$ cat config.mk
export PLATFORM = sky130hd
export DESIGN_NAME = nv12_chroma_upsample_444
export DESIGN_NICKNAME = d
export VERILOG_FILES = /design/src/rtl/nvup_pkg.sv /design/src/rtl/nvup_cfg.sv /design/src/rtl/nvup_ctl.sv /design/src/rtl/nvup_addr.sv /design/src/rtl/nvup_emit.sv /design/src/rtl/nv12_chroma_upsample_444.sv
export SDC_FILE = /design/constraint.sdc
export NUM_CORES = 1
export LEC_CHECK = 0
export BUFFER_PORTS_ARGS = -buffer_cell sky130_fd_sc_hd__buf_2
export CAP_MARGIN = 20
export CORE_MARGIN = 4
export CORE_UTILIZATION = 45
export CTS_BUF_LIST = sky130_fd_sc_hd__clkbuf_2 sky130_fd_sc_hd__clkbuf_4 sky130_fd_sc_hd__clkbuf_8
export DETAILED_ROUTE_END_ITERATION = 12
export GPL_TIMING_DRIVEN = 0
export SYNTH_ARGS = -nofsm -noshare
export SYNTH_HDL_FRONTEND = slang
export SYNTH_SLANG_ARGS = --single-unit
$ cat constraint.sdc
create_clock -name clk -period 9.9 [get_ports clk]
set_clock_uncertainty 0.1 [all_clocks]
set_input_delay 0.495 -clock clk [delete_from_list [all_inputs] [get_ports clk]]
set_output_delay 0.495 -clock clk [all_outputs]
set_load 0.1 [all_outputs]
$ cat src/rtl/nvup_pkg.sv
// Shared types and constants for the nv12 to 4:4:4 chroma upsampler.
// No dependencies; every other file of the block imports this package.
`timescale 1ns / 1ps

package nvup_pkg;

  // fixed field widths
  localparam int DATA_W    = 8;
  localparam int OFF_W     = 24;
  localparam int PLANE_W   = 2;
  localparam int CFG_W     = 13;
  localparam int CFG_IDX_W = 1;

  // register indexes on the config port
  localparam logic [CFG_IDX_W-1:0] REG_FRAME_WIDTH  = 1'b0;
  localparam logic [CFG_IDX_W-1:0] REG_FRAME_HEIGHT = 1'b1;

  // register reset values
  localparam int FRAME_WIDTH_RESET  = 1920;
  localparam int FRAME_HEIGHT_RESET = 1080;

  // destination plane codes
  localparam logic [PLANE_W-1:0] PLANE_LUMA = 2'd0;
  localparam logic [PLANE_W-1:0] PLANE_U    = 2'd1;
  localparam logic [PLANE_W-1:0] PLANE_V    = 2'd2;

  // request info passed from the sequencing stage to the address stage
  typedef struct packed {
    logic              is_chroma;
    logic              done;
    logic [DATA_W-1:0] u;       // luma byte for luma requests
    logic [DATA_W-1:0] v;
  } meta_t;

  // request with its resolved base offset, held by the write emitter
  typedef struct packed {
    logic              is_chroma;
    logic              done;
    logic [DATA_W-1:0] u;
    logic [DATA_W-1:0] v;
    logic [OFF_W-1:0]  base;
  } emit_req_t;

endpackage

$ cat src/rtl/nvup_cfg.sv
// Frame size registers: effective even width and height and the luma plane size.
// Depends on nvup_pkg.
`timescale 1ns / 1ps

module nvup_cfg import nvup_pkg::*; #(
  parameter int MAX_WIDTH  = 4096,
  parameter int MAX_HEIGHT = 4096,
  parameter int WW = $clog2(MAX_WIDTH + 1),
  parameter int HW = $clog2(MAX_HEIGHT + 1)
) (
  input  logic                 clk,
  input  logic                 rst,
  input  logic                 cfg_we,
  input  logic [CFG_IDX_W-1:0] cfg_index,
  input  logic [CFG_W-1:0]     cfg_data,
  output logic [WW-1:0]        w_eff,
  output logic [HW-1:0]        h_eff,
  output logic [WW+HW-1:0]     px
);

  localparam int PW    = WW + HW;
  localparam int LIM_W = (MAX_WIDTH / 2) * 2;
  localparam int LIM_H = (MAX_HEIGHT / 2) * 2;
  localparam int RST_W = (FRAME_WIDTH_RESET > LIM_W) ? LIM_W : FRAME_WIDTH_RESET;
  localparam int RST_H = (FRAME_HEIGHT_RESET > LIM_H) ? LIM_H : FRAME_HEIGHT_RESET;
  localparam logic [PW-1:0] RST_PX = PW'(RST_W * RST_H);

  logic [WW-1:0] w_eff_next;
  logic [HW-1:0] h_eff_next;
  logic [PW-1:0] px_next;

  // clear the low bit and clamp into 2..limit
  function automatic logic [WW-1:0] clamp_w(input logic [CFG_W-1:0] v);
    logic [CFG_W-1:0] e;
    e = {v[CFG_W-1:1], 1'b0};
    if (e < CFG_W'(2)) return WW'(2);
    if (32'(e) > LIM_W) return WW'(LIM_W);
    return WW'(e);
  endfunction

  function automatic logic [HW-1:0] clamp_h(input logic [CFG_W-1:0] v);
    logic [CFG_W-1:0] e;
    e = {v[CFG_W-1:1], 1'b0};
    if (e < CFG_W'(2)) return HW'(2);
    if (32'(e) > LIM_H) return HW'(LIM_H);
    return HW'(e);
  endfunction

  // next sizes on a register write
  always_comb begin
    w_eff_next = w_eff;
    h_eff_next = h_eff;
    if (cfg_we && cfg_index == REG_FRAME_WIDTH) begin
      w_eff_next = clamp_w(cfg_data);
    end
    if (cfg_we && cfg_index == REG_FRAME_HEIGHT) begin
      h_eff_next = clamp_h(cfg_data);
    end
    px_next = w_eff_next * h_eff_next;
  end

  always_ff @(posedge clk) begin
    if (rst) begin
      w_eff <= WW'(RST_W);
      h_eff <= HW'(RST_H);
      px    <= RST_PX;
    end else if (cfg_we) begin
      w_eff <= w_eff_next;
      h_eff <= h_eff_next;
      px    <= px_next;
    end
  end

endmodule

$ cat src/rtl/nvup_ctl.sv
// Stream sequencer: tracks luma and chroma position and issues one request
// per luma byte and per U,V pair. Depends on nvup_pkg.
`timescale 1ns / 1ps

module nvup_ctl import nvup_pkg::*; #(
  parameter int WW = 13,
  parameter int HW = 13
) (
  input  logic               clk,
  input  logic               rst,
  input  logic               byte_valid,
  output logic               byte_stall,
  input  logic [DATA_W-1:0]  data_byte,
  input  logic [WW-1:0]      w_eff,
  input  logic [HW-1:0]      h_eff,
  input  logic [WW+HW-1:0]   px,
  input  logic               next_ready,
  output logic               req_valid,
  output meta_t              req_meta,
  output logic [WW-1:0]      req_x,
  output logic [HW-1:0]      req_y,
  output logic [OFF_W-1:0]   req_luma_off
);

  localparam int PW = WW + HW;
  localparam int CW = WW - 1;
  localparam int RW = HW - 1;

  logic              in_chroma_part, in_chroma_part_next;
  logic              u_pending, u_pending_next;
  logic [PW-1:0]     luma_position, luma_position_next;
  logic [CW-1:0]     chroma_column, chroma_column_next;
  logic [RW-1:0]     chroma_row, chroma_row_next;
  logic [DATA_W-1:0] held_u;

  logic          ready;
  logic          accept;
  logic          produce;
  logic          done;
  logic [PW-1:0] pos_c, pos_inc;
  logic [CW-1:0] hw, col_c, col_inc;
  logic [RW-1:0] hh, row_c, row_inc;

  assign ready      = !req_valid || next_ready;
  assign byte_stall = !ready;
  assign accept     = byte_valid && ready;
  assign produce    = accept && (!in_chroma_part || u_pending);

  // positions clamped to the current frame size
  assign hw      = w_eff[WW-1:1];
  assign hh      = h_eff[HW-1:1];
  assign pos_c   = (luma_position >= px) ? px - PW'(1) : luma_position;
  assign pos_inc = pos_c + PW'(1);
  assign col_c   = (chroma_column >= hw) ? hw - CW'(1) : chroma_column;
  assign col_inc = col_c + CW'(1);
  assign row_c   = (chroma_row >= hh) ? hh - RW'(1) : chroma_row;
  assign row_inc = row_c + RW'(1);

  // next position state
  always_comb begin
    in_chroma_part_next = in_chroma_part;
    u_pending_next      = u_pending;
    luma_position_next  = luma_position;
    chroma_column_next  = chroma_column;
    chroma_row_next     = chroma_row;
    done                = 1'b0;
    if (accept) begin
      if (!in_chroma_part) begin
        if (pos_inc >= px) begin
          luma_position_next  = '0;
          in_chroma_part_next = 1'b1;
          chroma_column_next  = '0;
          chroma_row_next     = '0;
          u_pending_next      = 1'b0;
        end else begin
          luma_position_next = pos_inc;
        end
      end else if (!u_pending) begin
        u_pending_next = 1'b1;
      end else begin
        u_pending_next = 1'b0;
        if (col_inc >= hw) begin
          chroma_column_next = '0;
          if (row_inc >= hh) begin
            chroma_row_next     = '0;
            done                = 1'b1;
            in_chroma_part_next = 1'b0;
            luma_position_next  = '0;
          end else begin
            chroma_row_next = row_inc;
          end
        end else begin
          chroma_column_next = col_inc;
        end
      end
    end
  end

  // control state
  always_ff @(posedge clk) begin
    if (rst) begin
      in_chroma_part <= 1'b0;
      u_pending      <= 1'b0;
      luma_position  <= '0;
      chroma_column  <= '0;
      chroma_row     <= '0;
      req_valid      <= 1'b0;
    end else begin
      in_chroma_part <= in_chroma_part_next;
      u_pending      <= u_pending_next;
      luma_position  <= luma_position_next;
      chroma_column  <= chroma_column_next;
      chroma_row     <= chroma_row_next;
      if (ready) begin
        req_valid <= produce;
      end
    end
  end

  // held u byte and request payload
  always_ff @(posedge clk) begin
    if (accept && in_chroma_part && !u_pending) begin
      held_u <= data_byte;
    end
    if (produce) begin
      req_meta.is_chroma <= in_chroma_part;
      req_meta.done      <= done;
      req_meta.u         <= in_chroma_part ? held_u : data_byte;
      req_meta.v         <= data_byte;
      req_x              <= {col_c, 1'b0};
      req_y              <= {row_c, 1'b0};
      req_luma_off       <= OFF_W'(pos_c);
    end
  end

endmodule

$ cat src/rtl/nvup_addr.sv
// Address stage: forms the base plane offset of each request, row*width+column
// for chroma blocks. Depends on nvup_pkg.
`timescale 1ns / 1ps

module nvup_addr import nvup_pkg::*; #(
  parameter int WW = 13,
  parameter int HW = 13
) (
  input  logic             clk,
  input  logic             rst,
  input  logic [WW-1:0]    w_eff,
  input  logic             req_valid,
  input  meta_t            req_meta,
  input  logic [WW-1:0]    req_x,
  input  logic [HW-1:0]    req_y,
  input  logic [OFF_W-1:0] req_luma_off,
  output logic             ready,
  input  logic             emit_take,
  output logic             emit_valid,
  output emit_req_t        emit_req
);

  localparam int PW = WW + HW;

  logic [PW-1:0]    row_base;
  logic [OFF_W-1:0] base;

  assign ready = !emit_valid || emit_take;

  // block origin offset
  assign row_base = req_y * w_eff;
  assign base     = req_meta.is_chroma ? OFF_W'(row_base + PW'(req_x)) : req_luma_off;

  always_ff @(posedge clk) begin
    if (rst) begin
      emit_valid <= 1'b0;
    end else if (ready) begin
      emit_valid <= req_valid;
    end
  end

  always_ff @(posedge clk) begin
    if (ready && req_valid) begin
      emit_req.is_chroma <= req_meta.is_chroma;
      emit_req.done      <= req_meta.done;
      emit_req.u         <= req_meta.u;
      emit_req.v         <= req_meta.v;
      emit_req.base      <= base;
    end
  end

endmodule

$ cat src/rtl/nvup_emit.sv
// Write emitter: one write per luma request, eight writes per chroma block
// (U then V at each of the four pixels). Depends on nvup_pkg.
`timescale 1ns / 1ps

module nvup_emit import nvup_pkg::*; #(
  parameter int WW = 13
) (
  input  logic               clk,
  input  logic               rst,
  input  logic [WW-1:0]      w_eff,
  input  logic               emit_valid,
  input  emit_req_t          emit_req,
  output logic               emit_take,
  output logic               wr_valid,
  input  logic               wr_stall,
  output logic [PLANE_W-1:0] plane_select,
  output logic [OFF_W-1:0]   plane_offset,
  output logic [DATA_W-1:0]  pixel_value,
  output logic               run_last,
  output logic               frame_done
);

  localparam logic [2:0] LAST_BEAT = 3'd7;

  emit_req_t  req;
  logic [2:0] beat;
  logic       last_beat;
  logic       wr_accept;

  assign last_beat = !req.is_chroma || beat == LAST_BEAT;
  assign wr_accept = wr_valid && !wr_stall;
  assign emit_take = !wr_valid || (wr_accept && last_beat);

  // beat order: pixel (x,y),(x+1,y),(x,y+1),(x+1,y+1), U then V at each
  always_comb begin
    if (req.is_chroma) begin
      plane_select = beat[0] ? PLANE_V : PLANE_U;
      plane_offset = req.base + OFF_W'(beat[1]) + (beat[2] ? OFF_W'(w_eff) : '0);
      pixel_value  = beat[0] ? req.v : req.u;
      run_last     = beat == LAST_BEAT;
      frame_done   = req.done && beat == LAST_BEAT;
    end else begin
      plane_select = PLANE_LUMA;
      plane_offset = req.base;
      pixel_value  = req.u;
      run_last     = 1'b1;
      frame_done   = 1'b0;
    end
  end

  // request and beat counter
  always_ff @(posedge clk) begin
    if (rst) begin
      wr_valid <= 1'b0;
      beat     <= '0;
    end else if (emit_take) begin
      wr_valid <= emit_valid;
      beat     <= '0;
    end else if (wr_accept) begin
      beat <= beat + 3'd1;
    end
  end

  always_ff @(posedge clk) begin
    if (emit_take && emit_valid) begin
      req <= emit_req;
    end
  end

`ifndef SYNTH
  a_done_is_last: assert property (@(posedge clk) disable iff (rst)
    wr_valid && frame_done |-> run_last)
    else $error("frame_done without run_last");

  a_luma_single: assert property (@(posedge clk) disable iff (rst)
    wr_valid && !req.is_chroma |-> beat == 3'd0)
    else $error("luma request past first beat");

  a_block_continues: assert property (@(posedge clk) disable iff (rst)
    wr_accept && !run_last |=> wr_valid)
    else $error("chroma block dropped before last write");

  a_beat_advance: assert property (@(posedge clk) disable iff (rst)
    wr_accept && !run_last |=> beat == $past(beat) + 3'd1)
    else $error("beat counter skipped");
`endif

endmodule

$ cat src/rtl/nv12_chroma_upsample_444.sv
// Top level of the nv12 to planar 4:4:4 chroma upsampler.
// Depends on nvup_pkg, nvup_cfg, nvup_ctl, nvup_addr, nvup_emit.
//
//   channel  | handshake              | payload
//   ---------+------------------------+------------------------------------------
//   input    | byte_valid, byte_stall | data_byte
//   output   | wr_valid, wr_stall     | plane_select, plane_offset, pixel_value,
//            |                        | run_last, frame_done
//   config   | cfg_we                 | cfg_index, cfg_data
//
// A luma byte yields one write and a U,V pair eight, all through the single
// write port of the emitter. An accepted byte passes through the request
// registers of nvup_ctl and nvup_addr and the emitter register before it is written.
// rst is synchronous; it returns to the luma phase at offset 0, size 1920x1080.
// wr_stall holds the current write and backs up through the two request
// stages to byte_stall; a U byte produces no write.
`timescale 1ns / 1ps

module nv12_chroma_upsample_444 import nvup_pkg::*; #(
  parameter int MAX_WIDTH  = 4096,
  parameter int MAX_HEIGHT = 4096
) (
  input  logic                 clk,
  input  logic                 rst,
  input  logic                 cfg_we,
  input  logic [CFG_IDX_W-1:0] cfg_index,
  input  logic [CFG_W-1:0]     cfg_data,
  input  logic                 byte_valid,
  output logic                 byte_stall,
  input  logic [DATA_W-1:0]    data_byte,
  output logic                 wr_valid,
  input  logic                 wr_stall,
  output logic [PLANE_W-1:0]   plane_select,
  output logic [OFF_W-1:0]     plane_offset,
  output logic [DATA_W-1:0]    pixel_value,
  output logic                 run_last,
  output logic                 frame_done
);

  localparam int WW = $clog2(MAX_WIDTH + 1);
  localparam int HW = $clog2(MAX_HEIGHT + 1);

  logic [WW-1:0]    w_eff;
  logic [HW-1:0]    h_eff;
  logic [WW+HW-1:0] px;

  logic             req_valid;
  meta_t            req_meta;
  logic [WW-1:0]    req_x;
  logic [HW-1:0]    req_y;
  logic [OFF_W-1:0] req_luma_off;
  logic             addr_ready;

  logic             emit_valid;
  emit_req_t        emit_req;
  logic             emit_take;

  // frame size registers
  nvup_cfg #(
    .MAX_WIDTH  (MAX_WIDTH),
    .MAX_HEIGHT (MAX_HEIGHT),
    .WW         (WW),
    .HW         (HW)
  ) u_cfg (
    .clk       (clk),
    .rst       (rst),
    .cfg_we    (cfg_we),
    .cfg_index (cfg_index),
    .cfg_data  (cfg_data),
    .w_eff     (w_eff),
    .h_eff     (h_eff),
    .px        (px)
  );

  // stream position tracking
  nvup_ctl #(
    .WW (WW),
    .HW (HW)
  ) u_ctl (
    .clk          (clk),
    .rst          (rst),
    .byte_valid   (byte_valid),
    .byte_stall   (byte_stall),
    .data_byte    (data_byte),
    .w_eff        (w_eff),
    .h_eff        (h_eff),
    .px           (px),
    .next_ready   (addr_ready),
    .req_valid    (req_valid),
    .req_meta     (req_meta),
    .req_x        (req_x),
    .req_y        (req_y),
    .req_luma_off (req_luma_off)
  );

  // base offset
  nvup_addr #(
    .WW (WW),
    .HW (HW)
  ) u_addr (
    .clk          (clk),
    .rst          (rst),
    .w_eff        (w_eff),
    .req_valid    (req_valid),
    .req_meta     (req_meta),
    .req_x        (req_x),
    .req_y        (req_y),
    .req_luma_off (req_luma_off),
    .ready        (addr_ready),
    .emit_take    (emit_take),
    .emit_valid   (emit_valid),
    .emit_req     (emit_req)
  );

  // write sequencing
  nvup_emit #(
    .WW (WW)
  ) u_emit (
    .clk          (clk),
    .rst          (rst),
    .w_eff        (w_eff),
    .emit_valid   (emit_valid),
    .emit_req     (emit_req),
    .emit_take    (emit_take),
    .wr_valid     (wr_valid),
    .wr_stall     (wr_stall),
    .plane_select (plane_select),
    .plane_offset (plane_offset),
    .pixel_value  (pixel_value),
    .run_last     (run_last),
    .frame_done   (frame_done)
  );

endmodule
# Word-level counts from Yosys, hierarchy flattened

Index checks and enable logic that the tools add are counted.

Shifts and indexed selects: 0
Multipliers: 2
$add $sub $neg: 10
Reductions and logical operators: 31
Bitwise logic cells: 1
Order comparisons: 8
Multiplexer cells: 51
Eq/ne operators: 4
Div/mod/pow operators: 0

Operators by type and width:

| kind                                                 | count |
|---|---|
| two-way mux 26 bit                                   | 6 |
| two-way mux 12 bit                                   | 10 |
| two-way mux 13 bit                                   | 9 |
| greater-or-equal comparator 26 bit                   | 2 |
| greater-or-equal comparator 12 bit                   | 4 |
| two-way mux 24 bit                                   | 2 |
| adder 26 x 1 -> 26 bit (second input constant)       | 1 |
| multiplier 13 x 13 -> 26 bit                         | 1 |
| subtractor 26 x 1 -> 26 bit (second input constant)  | 1 |
| adder 12 x 1 -> 12 bit (second input constant)       | 2 |
| adder 24 x 1 -> 24 bit                               | 1 |
| adder 24 x 13 -> 24 bit                              | 1 |
| adder 24 bit                                         | 1 |
| two-way mux 8 bit                                    | 3 |
| subtractor 12 x 1 -> 12 bit (second input constant)  | 2 |
| multiplier 12 x 13 -> 23 bit                         | 1 |
| two-way mux 1 bit                                    | 19 |
| > comparator 13 bit (second input constant)          | 1 |
| < comparator 13 x 2 -> 1 bit (second input constant) | 1 |
| AND reduction 4 bit                                  | 3 |
| logical AND 1 bit                                    | 11 |
| logical NOT 1 bit                                    | 8 |
| inequality test 2 bit (second input constant)        | 3 |
| logical OR 1 bit                                     | 5 |
| other kinds (8)                                      | 9 |

ROM bits: 0
Output and inout port bits: 38
Word-level logic and storage cells: 137
Bits in writable memories: 0
Memories: 0
Bits of input ports: 27
Latch bits: 0
Bits in registers: 268

# Logic depth before layout (Yosys ltp)

Depth after elaboration: 9
Mapped depth: 33
Gate-level depth less buffers: 27

# Hierarchy

A second synthesis with hierarchy kept.

Cells, all modules: 3036
Area total of the unflattened synthesis: 27737.9 µm²

By module, submodules not included:

| module    | area each (µm²) | cells each | times used |
|---|---|---|---|
| nvup_ctl  | 9947.0          | 1116       | 1 |
| nvup_cfg  | 7581.0          | 911        | 1 |
| nvup_addr | 7544.7          | 773        | 1 |
| nvup_emit | 2665.1          | 236        | 1 |

# Least setup slack after synthesis

Ideal clock, no wire load.

Path kind: register to register
Start: register u_cfg.px[4]
End: register u_ctl.chroma_column[10]
Setup time: 0.061 ns
Data required time: 9.739 ns
Setup slack: 2.908 ns
Buffers on the path: 5
Clock period less this slack: 6.992 ns
Data arrival time: 6.832 ns
Stages on the path, launching flop included: 31
Cells stage by stage: dfxtp_1 > clkbuf_1 > inv_1 > ha_1 > a21o_1 > a21oi_1 > a21o_1 > a31oi_1 > o21ai_1 > clkbuf_1 > clkbuf_1 > clkbuf_1 > nand2_1 > o21ai_0 > ha_1 > o221ai_1 > nor4_1 > nand4_1 > a2111oi_0 > a31oi_1 > xor2_1 > ha_1 > nand2_1 > nor3_1 > o2111ai_1 > a21oi_1 > or4b_2 > clkbuf_1 > nand2_1 > nor3_1 > a22o_1

Cells in the longest elaborated chain, start to end: 6
Elaborated cells on any way between the ends: 7

Ends and longest elaborated chain:

| item                               | line            | text |
|---|---|---|
| start, declared                    | nvup_cfg.sv:18  | `output logic [WW+HW-1:0] px` |
| start signal, assigned             | nvup_cfg.sv:70  | `px <= px_next;` |
| greater-or-equal comparator 26 bit | nvup_ctl.sv:52  | `assign pos_c = (luma_position >= px) ? px - PW'(1) : luma_position;` |
| two-way mux 26 bit                 | nvup_ctl.sv:52  |  |
| net u_ctl.pos_c[1]                 | nvup_ctl.sv:40  | `logic [PW-1:0] pos_c, pos_inc;` |
| adder 26 x 1 -> 26 bit             | nvup_ctl.sv:53  | `assign pos_inc = pos_c + PW'(1);` |
| greater-or-equal comparator 26 bit | nvup_ctl.sv:69  | `if (pos_inc >= px) begin` |
| nonzero test 2 bit (no line)       | --              |  |
| AND reduction 3 bit (no line)      | --              |  |
| end signal, assigned               | nvup_ctl.sv:112 | `chroma_column <= chroma_column_next;` |
| end, declared                      | nvup_ctl.sv:32  | `logic [CW-1:0] chroma_column, chroma_column_next;` |

The timed path passes the listed nets, and every way through them passes these cells.
A chain may end at the register's enable or synchronous reset.

# Final worst setup path

Start: register u_cfg.px[4]
End: register u_ctl.chroma_row[7]

Cells in the longest elaborated chain, start to end: 6
Elaborated cells on any way between the ends: 7

Ends and longest elaborated chain:

| item                               | line            | text |
|---|---|---|
| greater-or-equal comparator 26 bit | nvup_ctl.sv:52  |  |
| two-way mux 26 bit                 | nvup_ctl.sv:52  |  |
| net u_ctl.pos_c[1]                 | nvup_ctl.sv:40  |  |
| adder 26 x 1 -> 26 bit             | nvup_ctl.sv:53  |  |
| greater-or-equal comparator 26 bit | nvup_ctl.sv:69  |  |
| nonzero test 2 bit (no line)       | --              |  |
| AND reduction 4 bit (no line)      | --              |  |
| end signal, assigned               | nvup_ctl.sv:113 | `chroma_row <= chroma_row_next;` |
| end, declared                      | nvup_ctl.sv:33  | `logic [RW-1:0] chroma_row, chroma_row_next;` |

The timed path passes the listed nets, and every way through them passes these cells.

==> metrics.md <==
| Metric | Value |
|---|---|
| Arr. time, crit path | 9.40 ns |
| Top cells by area, synth | edfxtp_1 (18%), fa_1 (17%), ha_1 (12%) |
| # DRC | 0 |
| CTS tree | yes |
| Final setup vio count | 0 |
| Initial antenna violation count | 3 |
| WL final | 76880 um |
| Worst setup path startpoint | u_cfg.px[4]$_SDFFE_PP0P_ |
| Routed via count | 21570 |
| I/O pin total | 65 |
| Drt via density | 5.560 |
| Clock Tree Root | clkbuf_8 |
| P_leak | 13.14 nW |
| Slowest stage delay, CP | 0.52 ns |
| Unrepaired setup endpoints after global routing | no |
| DP Wirelength | 61650 um |
| Initial Utilization | 45.38% |
| Peak supply drop | 0.0001329 V |
| Critical-path top delay cell | nor3_1 |
| CTS Buffer Depth | 3 |
| GRT Resource Usage Total | 24.36% |
| Synthesis-to-layout area growth | 9.015% |
| Max-Slew Margin vs Limit | 24.54% |
| Die X | 251.7 um |
| Post-Syn Area per Cell | 9.074 um^2 |
| Top cells by count, synth | inv_1 (403), nand2_1 (343), ha_1 (257) |
| Worst setup SP type | register |
| Share of post-route cells with drive strength above 1 | 7.672% |
| Outcome | completed |
| Post-route antenna net violation count | 0 |
| CTS Buf Count | 45 |
| DR pass1 iterations | 6 |
| Final GP Congestion | 0.9889 |
| Top-count cell post-synth | inv_1 |
| CP delay by family, top | simple AND/OR/NAND/NOR gates |
| PwrDens | 138.0 mW/mm^2 |
| Vias in the first global route | 22460 |
| DIE AREA | 0.06337 mm^2 |
| Worst-path fanout max | 10 |
| Worst-path clk slew | 0.06 ns |
| Final Critical Period | 8.979 ns |
| Core area | 0.05891 mm^2 |
| Clk sink count | 268 |
| Final hold vios | 0 |
| Synth Warn # | 0 |
| Worst-Margin Slew | 1.124 ns |
| I/O Buffers | 61 |
| Post-CTS Setup Bufs | 0 |
| WP data required | 10.33 ns |
| Seq/Total Area, Yosys | 25.99% |
| HP Start | byte_valid |
| Non-filler cells, final | 3879 |
| Placed insts | 3784 |
| Crit. End Element | register |
| Synth top area share | 17.75% |
| Max Freq | 111.4 MHz |
| Synth area leader | edfxtp_1 |
| Max_cap viols | 0 |
| First-pass GRT wire length | 122800 um |
| Worst path bufs/invs | 7 |
| NumNets Final | 3583 |
| Maximum number of pins on one net before global-route repair | 43 |
| 1st-iter DRT viols | 1547 |
| Critical path class | register to register |
| # rows | 89 |
| Hold WC Path Type | input pin to register |
| Overflow after GRT | 0 |
| Crit-path most repeated cell | clkbuf_1 |
| H-tree levels | 2 |
| Max Slew Vio Count | 0 |
| Synth Cell Area | 0.02673 mm^2 |
| Synth Net Count | 3463 |
| Syn Inst Count | 2946 |
| Period utilisation layout | 90.69% |
| Async SR Flop Fraction | 0% |
| Yosys reg bits | 268 |
| Synth Flop Type | edfxtp_1 |
| Die height | 251.7 um |
| Clk_lat worst skew | 0.63 ns |
| Number of synthesized flops with an enable pin | 158 |
| FF-to-FF Start | u_cfg.px[4]$_SDFFE_PP0P_ |
| Netlist cell types | 72 |
| Post-DR wirelength/cell | 19.82 um |
| Sum Neg Setup Slack | 0 ns |
repair_timing:
action	4_1_cts	5_1_grt
gates resized for setup	0	6
hold buffers	8	0
endpoints found under the setup margin	0	45
hold endpoints to repair	16	0
registers in the layout (all words and copies together), names as in the netlist, 13 cells and up:
register and cells:
u_ctl.req_meta 18, u_ctl.luma_position 26, u_emit.req 42, u_addr.emit_req 42
u_ctl.req_luma_off 24, u_cfg.px 26, u_cfg.w_eff 13, u_cfg.h_eff 13
cell type report:
class | instances | area [um^2]
antenna | 4 | 10.01
buffer | 103 | 410.4
clock buffer | 59 | 737.0
clock inverter | 24 | 203.9
fill | 5619 | 29770
inverter | 403 | 1513
multi-input combinational | 2172 | 17890
sequential | 268 | 6947
tap | 773 | 967.2
timing repair buffer | 73 | 460.4
per-layer routing:
metal  track usage, %  share of wire [%]
met1            31.29                 42
met2            41.89                 48
met3            3.278                5.1
met4            9.558                4.2
met5                0                  0
placed cells by master, fill, tap and decap left out, drive strengths merged, types with 33 or more instances in the layout:
master    n
buf      77
dfxtp   110
nand3    56
xnor2   137
mux2i    34
a22o     36
o21ai   115
mux2     53
inv     405
edfxtp  158
clkbuf  150
nor3     52
and2     74
ha      257
nand2   343
xor2     37
a21o     33
fa      233
a21oi   111
nor2    240
nand2b   40
where the power goes:
group | switching [mW] | leakage (nW) | total (mW) | internal (mW)
logic | 1.05 | 10.3 | 1.68 | 0.622
registers | 0.0488 | 2.40 | 1.30 | 1.26
clock network | 0.491 | 0.483 | 1.04 | 0.550
tightest hold or removal path: stages:
cell and delay (ns):
buf_2 0.11, o21ai_0 0.17, a21oi_1 0.10
logic make-up after synthesis:
group / after synthesis / synth area share [%]
flops: 268 / 25.99
compound gates: 471 / 11.50
mux: 87 / 3.520
fa+ha+maj: 490 / 29.48
buf+inv: 506 / 7.190
xor+xnor: 174 / 5.701
simple gates: 950 / 16.63
per-stage QoR:
stage | setup WS [ns] | utilization (%) | hold slack (ns) | area (um^2) | power [mW]
floorplan | 2.908 | - | 0.3003 | 26730 | 2.510
global placement | 0.1377 | 47.54 | 0.3000 | 28000 | 2.965
detailed placement | 0.3993 | 47.68 | 0.3045 | 28090 | 2.992
finish | 0.9214 | 49.47 | 0.2058 | 29140 | 4.021
CTS | 0.3805 | 49.41 | 0.1670 | 29110 | 4.050
global route | 0.1012 | 49.46 | 0.2027 | 29130 | 4.300
path summary, 6_finish.rpt:
| check | to | slack [ns] | cells after the start |
|---|---|---|---|
| min | u_ctl.req_valid$_SDFFE_PP0N_ | 0.21 | 3 |
| max | u_ctl.chroma_row[7]$_SDFFE_PP0P_ | 0.92 | 32 |
| min reg2reg | u_emit.req[26]$_DFFE_PP_ | 0.31 | 0 |
| max reg2reg | u_ctl.chroma_row[7]$_SDFFE_PP0P_ | 0.92 | 32 |
Note: power is estimated with default switching activity, not from simulation.
